`src/sv/pbcd_pkg.sv`:
```
`timescale 1ns / 1ps
// ----------------------------------------------------------------------------
// pbcd_pkg
// Types, op codes and constants for the pointer barrier crossing detector.
// ----------------------------------------------------------------------------
package pbcd_pkg;

   localparam int MaxBarriersDefault = 16;
   localparam int QuoWidth = 48;

   localparam logic [2:0] OP_MOTION   = 3'd0;
   localparam logic [2:0] OP_WRITE    = 3'd1;
   localparam logic [2:0] OP_CLEAR    = 3'd2;
   localparam logic [2:0] OP_ENABLE   = 3'd3;
   localparam logic [2:0] OP_DISABLE  = 3'd4;
   localparam logic [2:0] OP_DEACT    = 3'd5;

   localparam logic [1:0] EV_NONE  = 2'd0;
   localparam logic [1:0] EV_ACT   = 2'd1;
   localparam logic [1:0] EV_DEACT = 2'd2;

   typedef struct packed {
      logic [2:0]         op;
      logic [3:0]         slot;
      logic signed [15:0] end_ax;
      logic signed [15:0] end_ay;
      logic signed [15:0] end_bx;
      logic signed [15:0] end_by;
      logic [31:0]        ident;
      logic signed [23:0] from_x;
      logic signed [23:0] from_y;
      logic signed [23:0] to_x;
      logic signed [23:0] to_y;
   } req_type;

   typedef struct packed {
      logic [1:0]         event_kind;
      logic [31:0]        activation_number;
      logic signed [23:0] hit_x;
      logic signed [23:0] hit_y;
      logic [31:0]        hit_barrier;
      logic               is_enabled;
      logic               is_active;
   } rsp_type;

   typedef struct packed {
      logic               start;
      logic [QuoWidth-1:0] num;
      logic [QuoWidth-1:0] den;
   } div_req_type;

   typedef struct packed {
      logic               done;
      logic [QuoWidth-1:0] quo;
   } div_rsp_type;

   typedef enum logic [2:0] {
      ST_IDLE,
      ST_READ,
      ST_CHECK,
      ST_MUL,
      ST_DIV,
      ST_WAIT,
      ST_DONE
   } state_type;

endpackage

```
`src/sv/pbcd_divider.sv`:
```
`timescale 1ns / 1ps
// ----------------------------------------------------------------------------
// pbcd_divider
// Restoring unsigned divider, one quotient bit per cycle.
// ----------------------------------------------------------------------------
module pbcd_divider
   import pbcd_pkg::*;
(
   input  logic        clock,
   input  logic        reset,
   input  div_req_type div_req,
   output div_rsp_type div_rsp
);

   localparam int CntWidth = $clog2(QuoWidth + 1);

   logic [QuoWidth-1:0] quo_ff, quo_in;
   logic [QuoWidth:0]   rem_ff, rem_in;
   logic [QuoWidth-1:0] den_ff, den_in;
   logic [CntWidth-1:0] cnt_ff, cnt_in;
   logic                busy_ff, busy_in;
   logic                done_ff, done_in;
   logic [QuoWidth:0]   trial;

   always_comb begin
      quo_in  = quo_ff;
      rem_in  = rem_ff;
      den_in  = den_ff;
      cnt_in  = cnt_ff;
      busy_in = busy_ff;
      done_in = 1'b0;
      trial   = {rem_ff[QuoWidth-1:0], quo_ff[QuoWidth-1]};
      if (div_req.start) begin
         quo_in  = div_req.num;
         rem_in  = '0;
         den_in  = div_req.den;
         cnt_in  = CntWidth'(QuoWidth);
         busy_in = 1'b1;
      end else if (busy_ff) begin
         if (trial >= {1'b0, den_ff}) begin
            rem_in = trial - {1'b0, den_ff};
            quo_in = {quo_ff[QuoWidth-2:0], 1'b1};
         end else begin
            rem_in = trial;
            quo_in = {quo_ff[QuoWidth-2:0], 1'b0};
         end
         cnt_in = cnt_ff - 1'b1;
         if (cnt_ff == CntWidth'(1)) begin
            busy_in = 1'b0;
            done_in = 1'b1;
         end
      end
   end

   always_ff @(posedge clock) begin
      if (reset) begin
         busy_ff <= 1'b0;
         done_ff <= 1'b0;
         cnt_ff  <= '0;
      end else begin
         busy_ff <= busy_in;
         done_ff <= done_in;
         cnt_ff  <= cnt_in;
      end
      quo_ff <= quo_in;
      rem_ff <= rem_in;
      den_ff <= den_in;
   end

   assign div_rsp.done = done_ff;
   assign div_rsp.quo  = quo_ff;

endmodule

```
`config.mk`:
```
export PLATFORM = sky130hd
export DESIGN_NAME = pbcd_divider
export DESIGN_NICKNAME = d
export VERILOG_FILES = /design/src/sv/pbcd_pkg.sv /design/src/sv/pbcd_divider.sv
export SDC_FILE = /design/constraint.sdc
export NUM_CORES = 1
export LEC_CHECK = 0
export BUFFER_PORTS_ARGS = -buffer_cell sky130_fd_sc_hd__buf_2
export CORE_ASPECT_RATIO = 0.5
export CORE_MARGIN = 10
export CORE_UTILIZATION = 52
export CTS_BUF_LIST = sky130_fd_sc_hd__clkbuf_16
export CTS_CLUSTER_SIZE = 16
export DETAILED_ROUTE_END_ITERATION = 8
export PLACE_DENSITY = 0.77
export SLEW_MARGIN = 20
export SYNTH_ARGS = -nofsm -noshare
export SYNTH_HDL_FRONTEND = slang
export SYNTH_SLANG_ARGS = --single-unit
```
`constraint.sdc`:
```
create_clock -name clock -period 2.85 [get_ports clock]
set_clock_uncertainty 0.1 [all_clocks]
set_input_delay 0.57 -clock clock [delete_from_list [all_inputs] [get_ports clock]]
set_output_delay 0.57 -clock clock [all_outputs]
set_load 0.005 [all_outputs]
```
* Yosys cells after proc, flatten, opt, wreduce, memory -nomap -nowiden
Index checks and enable logic that the tools add are counted.
** Storage, ports and cells
- Flip-flop bits (word level) :: 152
- Latch bits :: 0
- RAM bits :: 0
- Memory bits (read-only) :: 0
- Output and inout bits :: 49
- Memories kept :: 0
** Operators by class
- Add/sub/neg operators :: 2
- Multiply operators :: 0
- Divide/modulo/power cells :: 0
- $lt $le $gt $ge :: 1
- Eq/ne operators :: 1
- Shifts and indexed selects :: 0
- Muxes and demuxes :: 10
- Bitwise operators :: 1
- Reduce and logical (&&, ||, !) cells :: 3
** Operators by type and width (number)
- 48-bit two-way mux :: 3
- 49-bit by 48-bit >= comparator with 1-bit output :: 1
- 48-bit subtractor :: 1
- 6-bit two-way mux :: 2
- 6-bit by 1-bit == test with 1-bit output (second input constant) :: 1
- 6-bit by 1-bit subtractor with 6-bit output (second input constant) :: 1
- 1-bit two-way mux :: 5
- 3-bit OR reduction :: 1
- 2-bit nonzero test :: 1
- 2-bit OR reduction :: 1
- 1-bit NOT :: 1

* Longest topological paths before layout
Gate-level depths: netlist of the first run.
- Word-level depth :: 4
- Mapped depth :: 14
- Mapped depth without buffers :: 12

* Worst setup path after synthesis of the first run
OpenSTA, ideal clock, no wires.
- Kind :: reg2reg
- Start point :: register quo_ff[47]
- End point :: register rem_ff[40]
- Data arrival time :: 2.670 ns
- Data required time :: 2.659 ns
- Path slack :: -0.010 ns
- Cell stages (with the launch flop) :: 13
- Period minus slack after synthesis :: 2.860 ns
- Cell sequence :: edfxtp_1 inv_1 ha_1 fa_1 nand2b_1 a21oi_1 o21ai_0 a21oi_2 o211ai_1 a21oi_1 a21oi_1 or3_1 a311oi_1
** On the way
- Word-level cells in the longest chain between the ends :: 2
- Elaborated cells between the ends (all ways) :: 3
** RTL lines
- start: declaration :: line pbcd_divider.sv:17 : logic [QuoWidth-1:0] quo_ff, quo_in;
- start signal: assignment :: line pbcd_divider.sv:65 : quo_ff <= quo_in;
- 48-bit subtractor or 49-bit by 48-bit >= comparator with 1-bit output (tied branches) :: line pbcd_divider.sv:41, pbcd_divider.sv:40
- 48-bit two-way mux * :: line pbcd_divider.sv:40 : if (trial >= {1'b0, den_ff}) begin
- end signal: assignment :: line pbcd_divider.sv:66 : rem_ff <= rem_in;
- end: declaration :: line pbcd_divider.sv:18 : logic [QuoWidth:0] rem_ff, rem_in;
Every way passes the cells marked *; elsewhere a longest branch is shown, timed or not.
A chain may end at the register's enable or synchronous reset.

* Worst setup path in the final report of the first run
- Start point :: register quo_ff[47]
- End point :: register rem_ff[26]
The elaborated chain is that of the path after synthesis.

==> summary.md, run 1 <==
| Metric | Value |
|---|---|
| Status | complete, but fails checks |
| Failing checks | setup timing |
| Ys flop type | edfxtp_1 |
| PwrDens | 601 mW/mm^2 |
| Total wire length | 28500 um |
| Post-synth design cell area | 0.00907 mm^2 |
| Syn_nets | 1075 |
| Hpwl dp | 18800 um |
| Slew @ Worst Pin | 0.814 ns |
| Mapped Cells | 925 |
| Worst hold margin | 0.201 ns |
| Tmin final | 3.03 ns |
| Row count | 34 |
| Via density | 5.97 |
| GRT Residual Overflow | 0 |
| Routed via count | 8363 |
| Layout area overhead | 34.4% |
| Initial DRC count | 807 |
| Worst hold start | div_req[30] |
| Simple logic cell fraction of the synthesized area | 14.0% |
| Final cycle utilization of the critical path | 106% |
| Worst setup margin | -0.181 ns |
| Final count of hold timing violations | 0 |
| Arrival time at the worst endpoint | 3.26 ns |
| Final setup vio count | 37 |
| Boundary Pins | 148 |
| GRT Total Usage | 22.8% |
| CTS Buf Count | 17 |
| Top-area cell type share of the netlist area | 31.8% |
| Synthesized area per cell | 9.81 um^2 |
| Number of remaining DRC errors | 0 |
| Layout cells sized above 1 | 40.9% |
| Number of diodes | 0 |
| Unrepaired setup endpoints after global routing | yes |
| Setup_tns | -2.56 ns |
| RR Endpoint | rem_ff[26] |
| Vias in the first global route | 8377 |
| Adder-Cell Fraction of Synth Area | 7.12% |
| Final nets | 1303 |
| DR WL/cell | 20.3 um |
| Sequential cell area | 0.00401 mm^2 |
| Die area | 0.0235 mm^2 |
| Compound-gate portion of the synthesized area | 19.1% |
| Final ANT Viol Nets | 0 |
| Starting density of the core | 52.7% |
| Worst-path clk slew | 0.08 ns |
| Fill count | 1191 |
| Count of cell types in the netlist | 76 |
| Synth Area in XOR/XNOR | 3.86% |
| Crit Path Class | reg -> reg |
| Top cells by count, synth | nand2_1 (108), edfxtp_1 (96), nor2_1 (68), inv_1 (66), a21oi_1 (65) |
| Gp weighted congestion | 0.953 |
| Fin. max-slew vios | 0 |
| Lkg Pwr | 5.21 nW |
| Number of flops mapped to enable cells by yosys | 96 |
| Core area | 0.0172 mm^2 |
| Top cell type by total area after synthesis | edfxtp_1 |
| Max_slew headroom | 45.7% |
| Top area cells in the synthesized netlist | edfxtp_1 (32%), dfxtp_1 (12%), ha_1 (6.9%) |
| Die width | 207 um |
| Maximum VDD drop | 0.000464 V |
| Worst Path Required | 3.08 ns |
| CTS H-tree depth | 4 |
| Antenna violations before repair | 5 |
| Hold path cells | 1 |
| Post-synthesis sequential area ratio | 44.1% |
| Most frequent cell after synthesis | nand2_1 |
| R2r setup slk | -0.18 ns |
| DIE HEIGHT | 113 um |
| Synth warn | 0 |
| CP endpoint kind | flop |
| Worst skew pair latency | 0.44 ns |
| Main combinational cell family by area after synthesis | compound AO/OA/AOI/OAI gates |
| Largest net degree at the start of global routing | 85 |
| Clk root buf | clkbuf_16 |
| Hold Crit Class | in -> reg |
| Ys async rst share | 0% |
| Area of the multi-input gates | 0.00524 mm^2 |
| CP startpoint kind | flop |
| R2R depth | 15 |
| Max FO, Critical Path | 4 |
| Count of input and output buffers | 147 |
| Detailed Routing Iterations Pass 1 | 5 |
| Post-synthesis mux area share | 6.29% |
| RR Startpoint | quo_ff[47] |
| Max Freq | 0.330 GHz |
| Max cap viols | 0 |
| CTS Buffer Depth | 2 |
| Crit path launch | quo_ff[47] |
| Hold Crit Endpoint | den_ff[30] |
| Place WS | -0.195 ns |
| First-pass GRT wire length | 43300 um |
| Synthesis-stage register bit count | 152 |
| Clock sink count | 152 |
| CTS tree | built |
## power by group
group	internal, mW	switching [mW]
Clock	1.40	1.03
Sequential	2.56	0.140
Combinational	1.02	1.16
Total	4.99	2.33
## worst max-delay path by stage
stage | to | slack, ns | cells after the start
after detailed placement | rem_ff[40] | -0.20 | 12
after floorplan | quo_ff[0] | 0.03 | 12
after CTS | rem_ff[40] | -0.08 | 13
after global placement | rem_ff[39] | -0.08 | 11
final | rem_ff[26] | -0.18 | 15
after global routing | rem_ff[26] | -0.28 | 15
## critical path, stage by stage, from the launching register on
cell and delay [ns]:
edfxtp_1 0.35, inv_1 0.05, ha_2 0.21, fa_2 0.35, nand2b_1 0.19, a21oi_2 0.20
o21ai_2 0.11, a21oi_2 0.16, buf_4 0.14, o211ai_1 0.09, buf_4 0.16, buf_4 0.13
nand2_1 0.13, xor2_1 0.21, nand2_1 0.10, a311oi_2 0.24
## flip-flops by register name, summed over array words and instances, names as in the netlist
name and flops:
rem_ff 48, cnt_ff 6, busy_ff 1, done_ff 1, quo_ff 48, den_ff 48
## through the flow
stage | util (%) | cell area (um^2) | cells | power (mW)
floorplan | - | 9080 | 925 | 3.81
global placement | 61.6 | 10600 | 1341 | 4.43
detailed placement | 61.6 | 10600 | 1341 | 4.48
CTS | 67.9 | 11700 | 1394 | 7.08
global route | 70.8 | 12200 | 1400 | 7.61
finish | 70.8 | 12200 | 1400 | 7.32
## cell families after synthesis
family	after synthesis
AOI/OAI and AO/OA	240
xor gates and xnor gates	40
adders and majority gates	51
buffers and inverters	119
DFF	152
muxes	51
and+or+nand+nor	272
## metal layers
layer  vias up  GRT usage [%]  routed length [um]
li1       3845              -                   -
met2       438           36.7               13200
met4         8           5.13                 604
met1      3993           28.7               11600
met3        79           8.32                2970
met5         -              0                  61
## layout make-up
type / count / share of cell area, %
clock buffers: 17 / 3.49
clock inverters: 15 / 1.55
inverters: 66 / 2.03
multi-input cells: 654 / 43.0
flip-flops and latches: 152 / 32.9
well taps: 234 / 2.40
repair buffers: 262 / 14.7
## timing repair
| item | CTS | global route |
|---|---|---|
| resized for setup | 56 | 93 |
| buffers inserted | 19 | 5 |
| cloned | 2 | 1 |
| pin swaps | 28 | 55 |
| hold buffers | 0 | 0 |
| endpoints found under the setup margin | 48 | 49 |
## placed cells by master (no fill, tap or decap), drive strengths merged, types with 3 or more instances in the layout
master     n
mux2i      3
o21a       4
clkinv     4
nor4       6
xnor2     26
nor2      69
nand2b     8
o21bai    13
nor3      14
inv       73
xor2      14
nand2    109
nor2b      8
o211ai     7
or3        5
mux2      48
a21oi     69
clkbuf    18
a31oi      9
o211a      3
a21boi     3
a21o      27
nand3     19
edfxtp    96
a211o      5
o21ai     27
buf      261
dfxtp     56
nand4     13
a311oi    37
and2       4
a2bb2oi    4
and3       7
bufinv     3
a211oi    10
ha        50
(Power assumes the default switching activity.)
==> run 2: changes to the inputs <==
Settings changed: CORE_UTILIZATION 52 to 59, PLACE_DENSITY 0.77 to 0.83.
Clock period 2.85 ns to 3.55 ns, I/O delays scaled along.
==> summary.md, run 2 (synthesized netlist as in run 1, its figures left out) <==
| Metric | Value |
|---|---|
| Status | finished clean |
| Layout area overhead | 15.1% |
| Crit Path Class | reg -> reg |
| Row count | 31 |
| GRT Residual Overflow | 0 |
| Die area | 0.0210 mm^2 |
| Boundary Pins | 148 |
| Vias in the first global route | 7437 |
| Count of input and output buffers | 147 |
| Max_slew headroom | 35.8% |
| CP endpoint kind | flop |
| Final cycle utilization of the critical path | 95.6% |
| Worst Path Required | 3.79 ns |
| Slew @ Worst Pin | 0.963 ns |
| Worst hold margin | 0.346 ns |
| Largest net degree at the start of global routing | 97 |
| Total wire length | 24000 um |
| Lkg Pwr | 4.54 nW |
| Hold Crit Class | in -> reg |
| Fill count | 1092 |
| GRT Total Usage | 22.1% |
| Max Freq | 0.295 GHz |
| CTS tree | built |
| Max FO, Critical Path | 4 |
| Worst skew pair latency | 0.43 ns |
| Die width | 195 um |
| Layout cells sized above 1 | 25.0% |
| Detailed Routing Iterations Pass 1 | 5 |
| CTS H-tree depth | 4 |
| Maximum VDD drop | 0.000333 V |
| Final count of hold timing violations | 0 |
| CTS Buf Count | 17 |
| Tmin final | 3.39 ns |
| Arrival time at the worst endpoint | 3.63 ns |
| CP startpoint kind | flop |
| Hpwl dp | 17400 um |
| Final nets | 1196 |
| Starting density of the core | 61.6% |
| Clk root buf | clkbuf_16 |
| Unrepaired setup endpoints after global routing | no |
| Most common cell after layout, fill and taps aside | buf_2 |
| Max cap viols | 0 |
| Final setup vio count | 0 |
| Antenna violations before repair | 8 |
| Routed via count | 7562 |
| DIE HEIGHT | 108 um |
| DR WL/cell | 19.0 um |
| Area of the multi-input gates | 0.00458 mm^2 |
| Final ANT Viol Nets | 0 |
| First-pass GRT wire length | 38300 um |
| Clock sink count | 152 |
| PwrDens | 493 mW/mm^2 |
| Number of remaining DRC errors | 0 |
| Initial DRC count | 663 |
| Core area | 0.0147 mm^2 |
| Setup_tns | 0 ns |
| Via density | 6.01 |
| Fin. max-slew vios | 0 |
| Sequential cell area | 0.00401 mm^2 |
| Worst-path clk slew | 0.07 ns |
| CTS Buffer Depth | 2 |
| Top Registers | den_ff: 48 flops, quo_ff: 48 flops, rem_ff: 48 flops |
| Commonest non-fill, non-tap cells in the layout | buf_2 (146), nand2_1 (108), edfxtp_1 (96), nor2_1 (68), inv_1 (66) |
| Gp weighted congestion | 0.956 |
-- run 2: changes by cell type in the layout (fill, tap and decap cells not counted), moves of 7 or more --
cell      previous run  this run
ha_4                17         0
inv_2                7         0
inv_1               59        66
a21oi_2             16         5
ha_1                28        50
buf_12               9         0
a311oi_1            18        37
nand2_4             10         0
a21oi_1             53        64
buf_4              100         7
nand2_1             86       108
a311oi_2            19         0
nand2_2             13         1
-- run 2: final cells by class --
class | instances | share of cell area [%]
Antenna cell | 2 | 0.0479
Clock buffer | 17 | 4.07
Clock inverter | 15 | 1.26
Inverter | 66 | 2.37
Multi-Input combinational cell | 655 | 43.9
Sequential cell | 152 | 38.4
Tap cell | 198 | 2.37
Timing Repair Buffer | 154 | 7.61
-- run 2: per-stage QoR --
stage	utilization, %	total power [mW]	area, um^2	worst slack [ns]	cells
finish	70.8	5.15	10400	0.157	1259
global route	70.8	5.39	10400	0.0199	1257
global placement	66.9	3.37	9860	0.367	1224
detailed placement	66.9	3.40	9860	0.203	1224
CTS	70.7	5.16	10400	0.174	1256
floorplan	-	3.06	9070	0.690	925
-- run 2: power by group --
part / total, mW / internal, mW / switching [mW]
registers: 2.15 / 2.06 / 0.0908
logic: 1.25 / 0.511 / 0.738
clock network: 1.75 / 0.925 / 0.825
total: 5.15 / 3.49 / 1.65
-- run 2: worst paths after layout --
check               from  slack [ns]  cells past startpoint          to
max           quo_ff[47]        0.16                     12  rem_ff[40]
min          div_req[47]        0.35                      1  den_ff[47]
max reg2reg   quo_ff[47]        0.16                     12  rem_ff[40]
min reg2reg    rem_ff[1]        0.39                      2   rem_ff[1]
-- run 2: metal layers --
layer,track usage [%],up-vias,part of all wire (%)
li1,-,3625,-
met5,0,-,0.23
met1,27.6,3559,43
met4,5.53,10,1.1
met2,34.7,337,45
met3,9.02,31,11
-- run 2: critical path: stages, from the launching register on --
cell and delay, ns:
edfxtp_1 0.38, inv_1 0.06, ha_1 0.23, fa_1 0.38, nand2b_1 0.19, a21oi_1 0.20
o21ai_0 0.24, a21oi_2 0.32, o211ai_1 0.22, a21oi_2 0.29, a21oi_1 0.12, or3_1 0.32
a311oi_1 0.24
-- run 2: timing repair --
action                                  in CTS  in global routing
setup buffers                                0                  0
gates resized for setup                      0                  1
hold buffers                                 0                  0
endpoints found under the hold margin        0                  0
endpoints found under the setup margin       0                  3
==> run 3: changes to the inputs <==
Settings changed: CORE_UTILIZATION 59 to 55, HOLD_SLACK_MARGIN set to 0.1, PLACE_DENSITY 0.83 to 0.78.
==> summary.md, run 3 (synthesized netlist as in run 1, its figures left out) <==
| Metric | Value |
|---|---|
| GRT Total Usage | 20.9% |
| Clk root buf | clkbuf_16 |
| Starting density of the core | 55.8% |
| Via density | 5.79 |
| DR WL/cell | 18.4 um |
| Initial DRC count | 535 |
| Final Cell Area | 0.0105 mm^2 |
| Final nets | 1195 |
| Clock sink count | 152 |
| Final cycle utilization of the critical path | 91.9% |
| Hold Crit Class | in -> reg |
| Worst-path clk slew | 0.07 ns |
| Final setup vio count | 0 |
| Die area | 0.0223 mm^2 |
| Max_slew headroom | 37.4% |
| Commonest non-fill, non-tap cells in the layout | buf_2 (146), nand2_1 (108), edfxtp_1 (96), inv_1 (68), nor2_1 (68) |
| Unrepaired setup endpoints after global routing | no |
| Max Freq | 0.307 GHz |
| Gp weighted congestion | 0.942 |
| Boundary Pins | 148 |
| Number of remaining DRC errors | 0 |
| Fin. max-slew vios | 0 |
| Worst Path Required | 3.79 ns |
| Worst skew pair latency | 0.44 ns |
| PwrDens | 490 mW/mm^2 |
| Slew @ Worst Pin | 0.940 ns |
| Max FO, Critical Path | 4 |
| Die width | 202 um |
| CP startpoint kind | flop |
| Status | finished clean |
| Crit Path Class | reg -> reg |
| Vias in the first global route | 7468 |
| GRT Residual Overflow | 0 |
| Post-CTS Hold Buffers | 0 |
| Routed via count | 7459 |
| Placement Cell Area | 0.00992 mm^2 |
| R2r setup slk | 0.29 ns |
| Max cap viols | 0 |
| Setup_tns | 0 ns |
| Antenna violations before repair | 5 |
| CTS H-tree depth | 4 |
| Largest net degree at the start of global routing | 96 |
| Final ANT Viol Nets | 0 |
| Tmin final | 3.26 ns |
| CP endpoint kind | flop |
| CTS tree | built |
| CTS Buf Count | 17 |
| Layout cells sized above 1 | 24.8% |
| Core area | 0.0163 mm^2 |
| CTS Buffer Depth | 2 |
| Total wire length | 23700 um |
| Detailed Routing Iterations Pass 1 | 5 |
| Arrival time at the worst endpoint | 3.51 ns |
| DIE HEIGHT | 111 um |
| Most common cell after layout, fill and taps aside | buf_2 |
| Hpwl dp | 17500 um |
| Worst hold margin | 0.343 ns |
| Maximum VDD drop | 0.000381 V |
| Layout area overhead | 15.7% |
| First-pass GRT wire length | 38600 um |
| Final count of hold timing violations | 0 |
| Count of input and output buffers | 147 |
| Row count | 33 |
| Top Registers | den_ff: 48 flops, quo_ff: 48 flops, rem_ff: 48 flops |
| Lkg Pwr | 4.53 nW |
[run 3: path summary, 6_finish.rpt]
path | depth (start not counted) | endpoint | from
setup / recovery | 12 | rem_ff[40] | quo_ff[47]
setup reg to reg | 12 | rem_ff[40] | quo_ff[47]
hold reg to reg | 2 | rem_ff[1] | rem_ff[1]
hold / removal | 1 | den_ff[47] | div_req[47]
[run 3: repair_timing]
action	CTS	global route
endpoints found under the setup margin	0	4
resized for setup	0	3
hold endpoints to repair	0	0
buffers inserted	0	0
[run 3: critical path, cell delays in order, from the launching register on]
cell,delay (ns)
edfxtp_1,0.38
inv_1,0.06
ha_1,0.22
fa_1,0.38
nand2b_1,0.20
a21oi_1,0.18
o21ai_0,0.23
a21oi_2,0.28
o211ai_1,0.22
a21oi_2,0.28
a21oi_1,0.12
or3_1,0.32
a311oi_1,0.20
[run 3: per-stage QoR]
step / cells / utilization, % / setup WS (ns) / power [mW]
final: 1288 / 64.5 / 0.288 / 5.14
after global routing: 1285 / 64.5 / 0.0190 / 5.41
after CTS: 1285 / 64.4 / 0.257 / 5.16
after detailed placement: 1253 / 61.0 / 0.281 / 3.41
after global placement: 1253 / 61.0 / 0.401 / 3.38
after floorplan: 925 / - / 0.690 / 3.06
[run 3: area by class of cell]
class                           instances  area [um^2]
Antenna cell                            3         7.51
Clock buffer                           17          425
Clock inverter                         15          128
Fill cell                            1331         5780
Inverter                               66          248
Multi-Input combinational cell        654         4580
Sequential cell                       152         4010
Tap cell                              227          284
Timing Repair Buffer                  154          820
[run 3: per-layer routing]
layer / wire length, um / vias up / track usage, %
li1: - / 3623 / -
met1: 10500 / 3547 / 26.6
met2: 10500 / 256 / 32.1
met3: 2430 / 29 / 9.31
met4: 248 / 4 / 4.63
met5: 27 / - / 0
[run 3: where the power goes]
part           internal (mW)  switching, mW  leakage, nW  total [mW]
sequential              2.06         0.0915         1.41        2.15
combinational          0.515          0.729         2.85        1.24
clock                  0.965          0.779        0.268        1.74
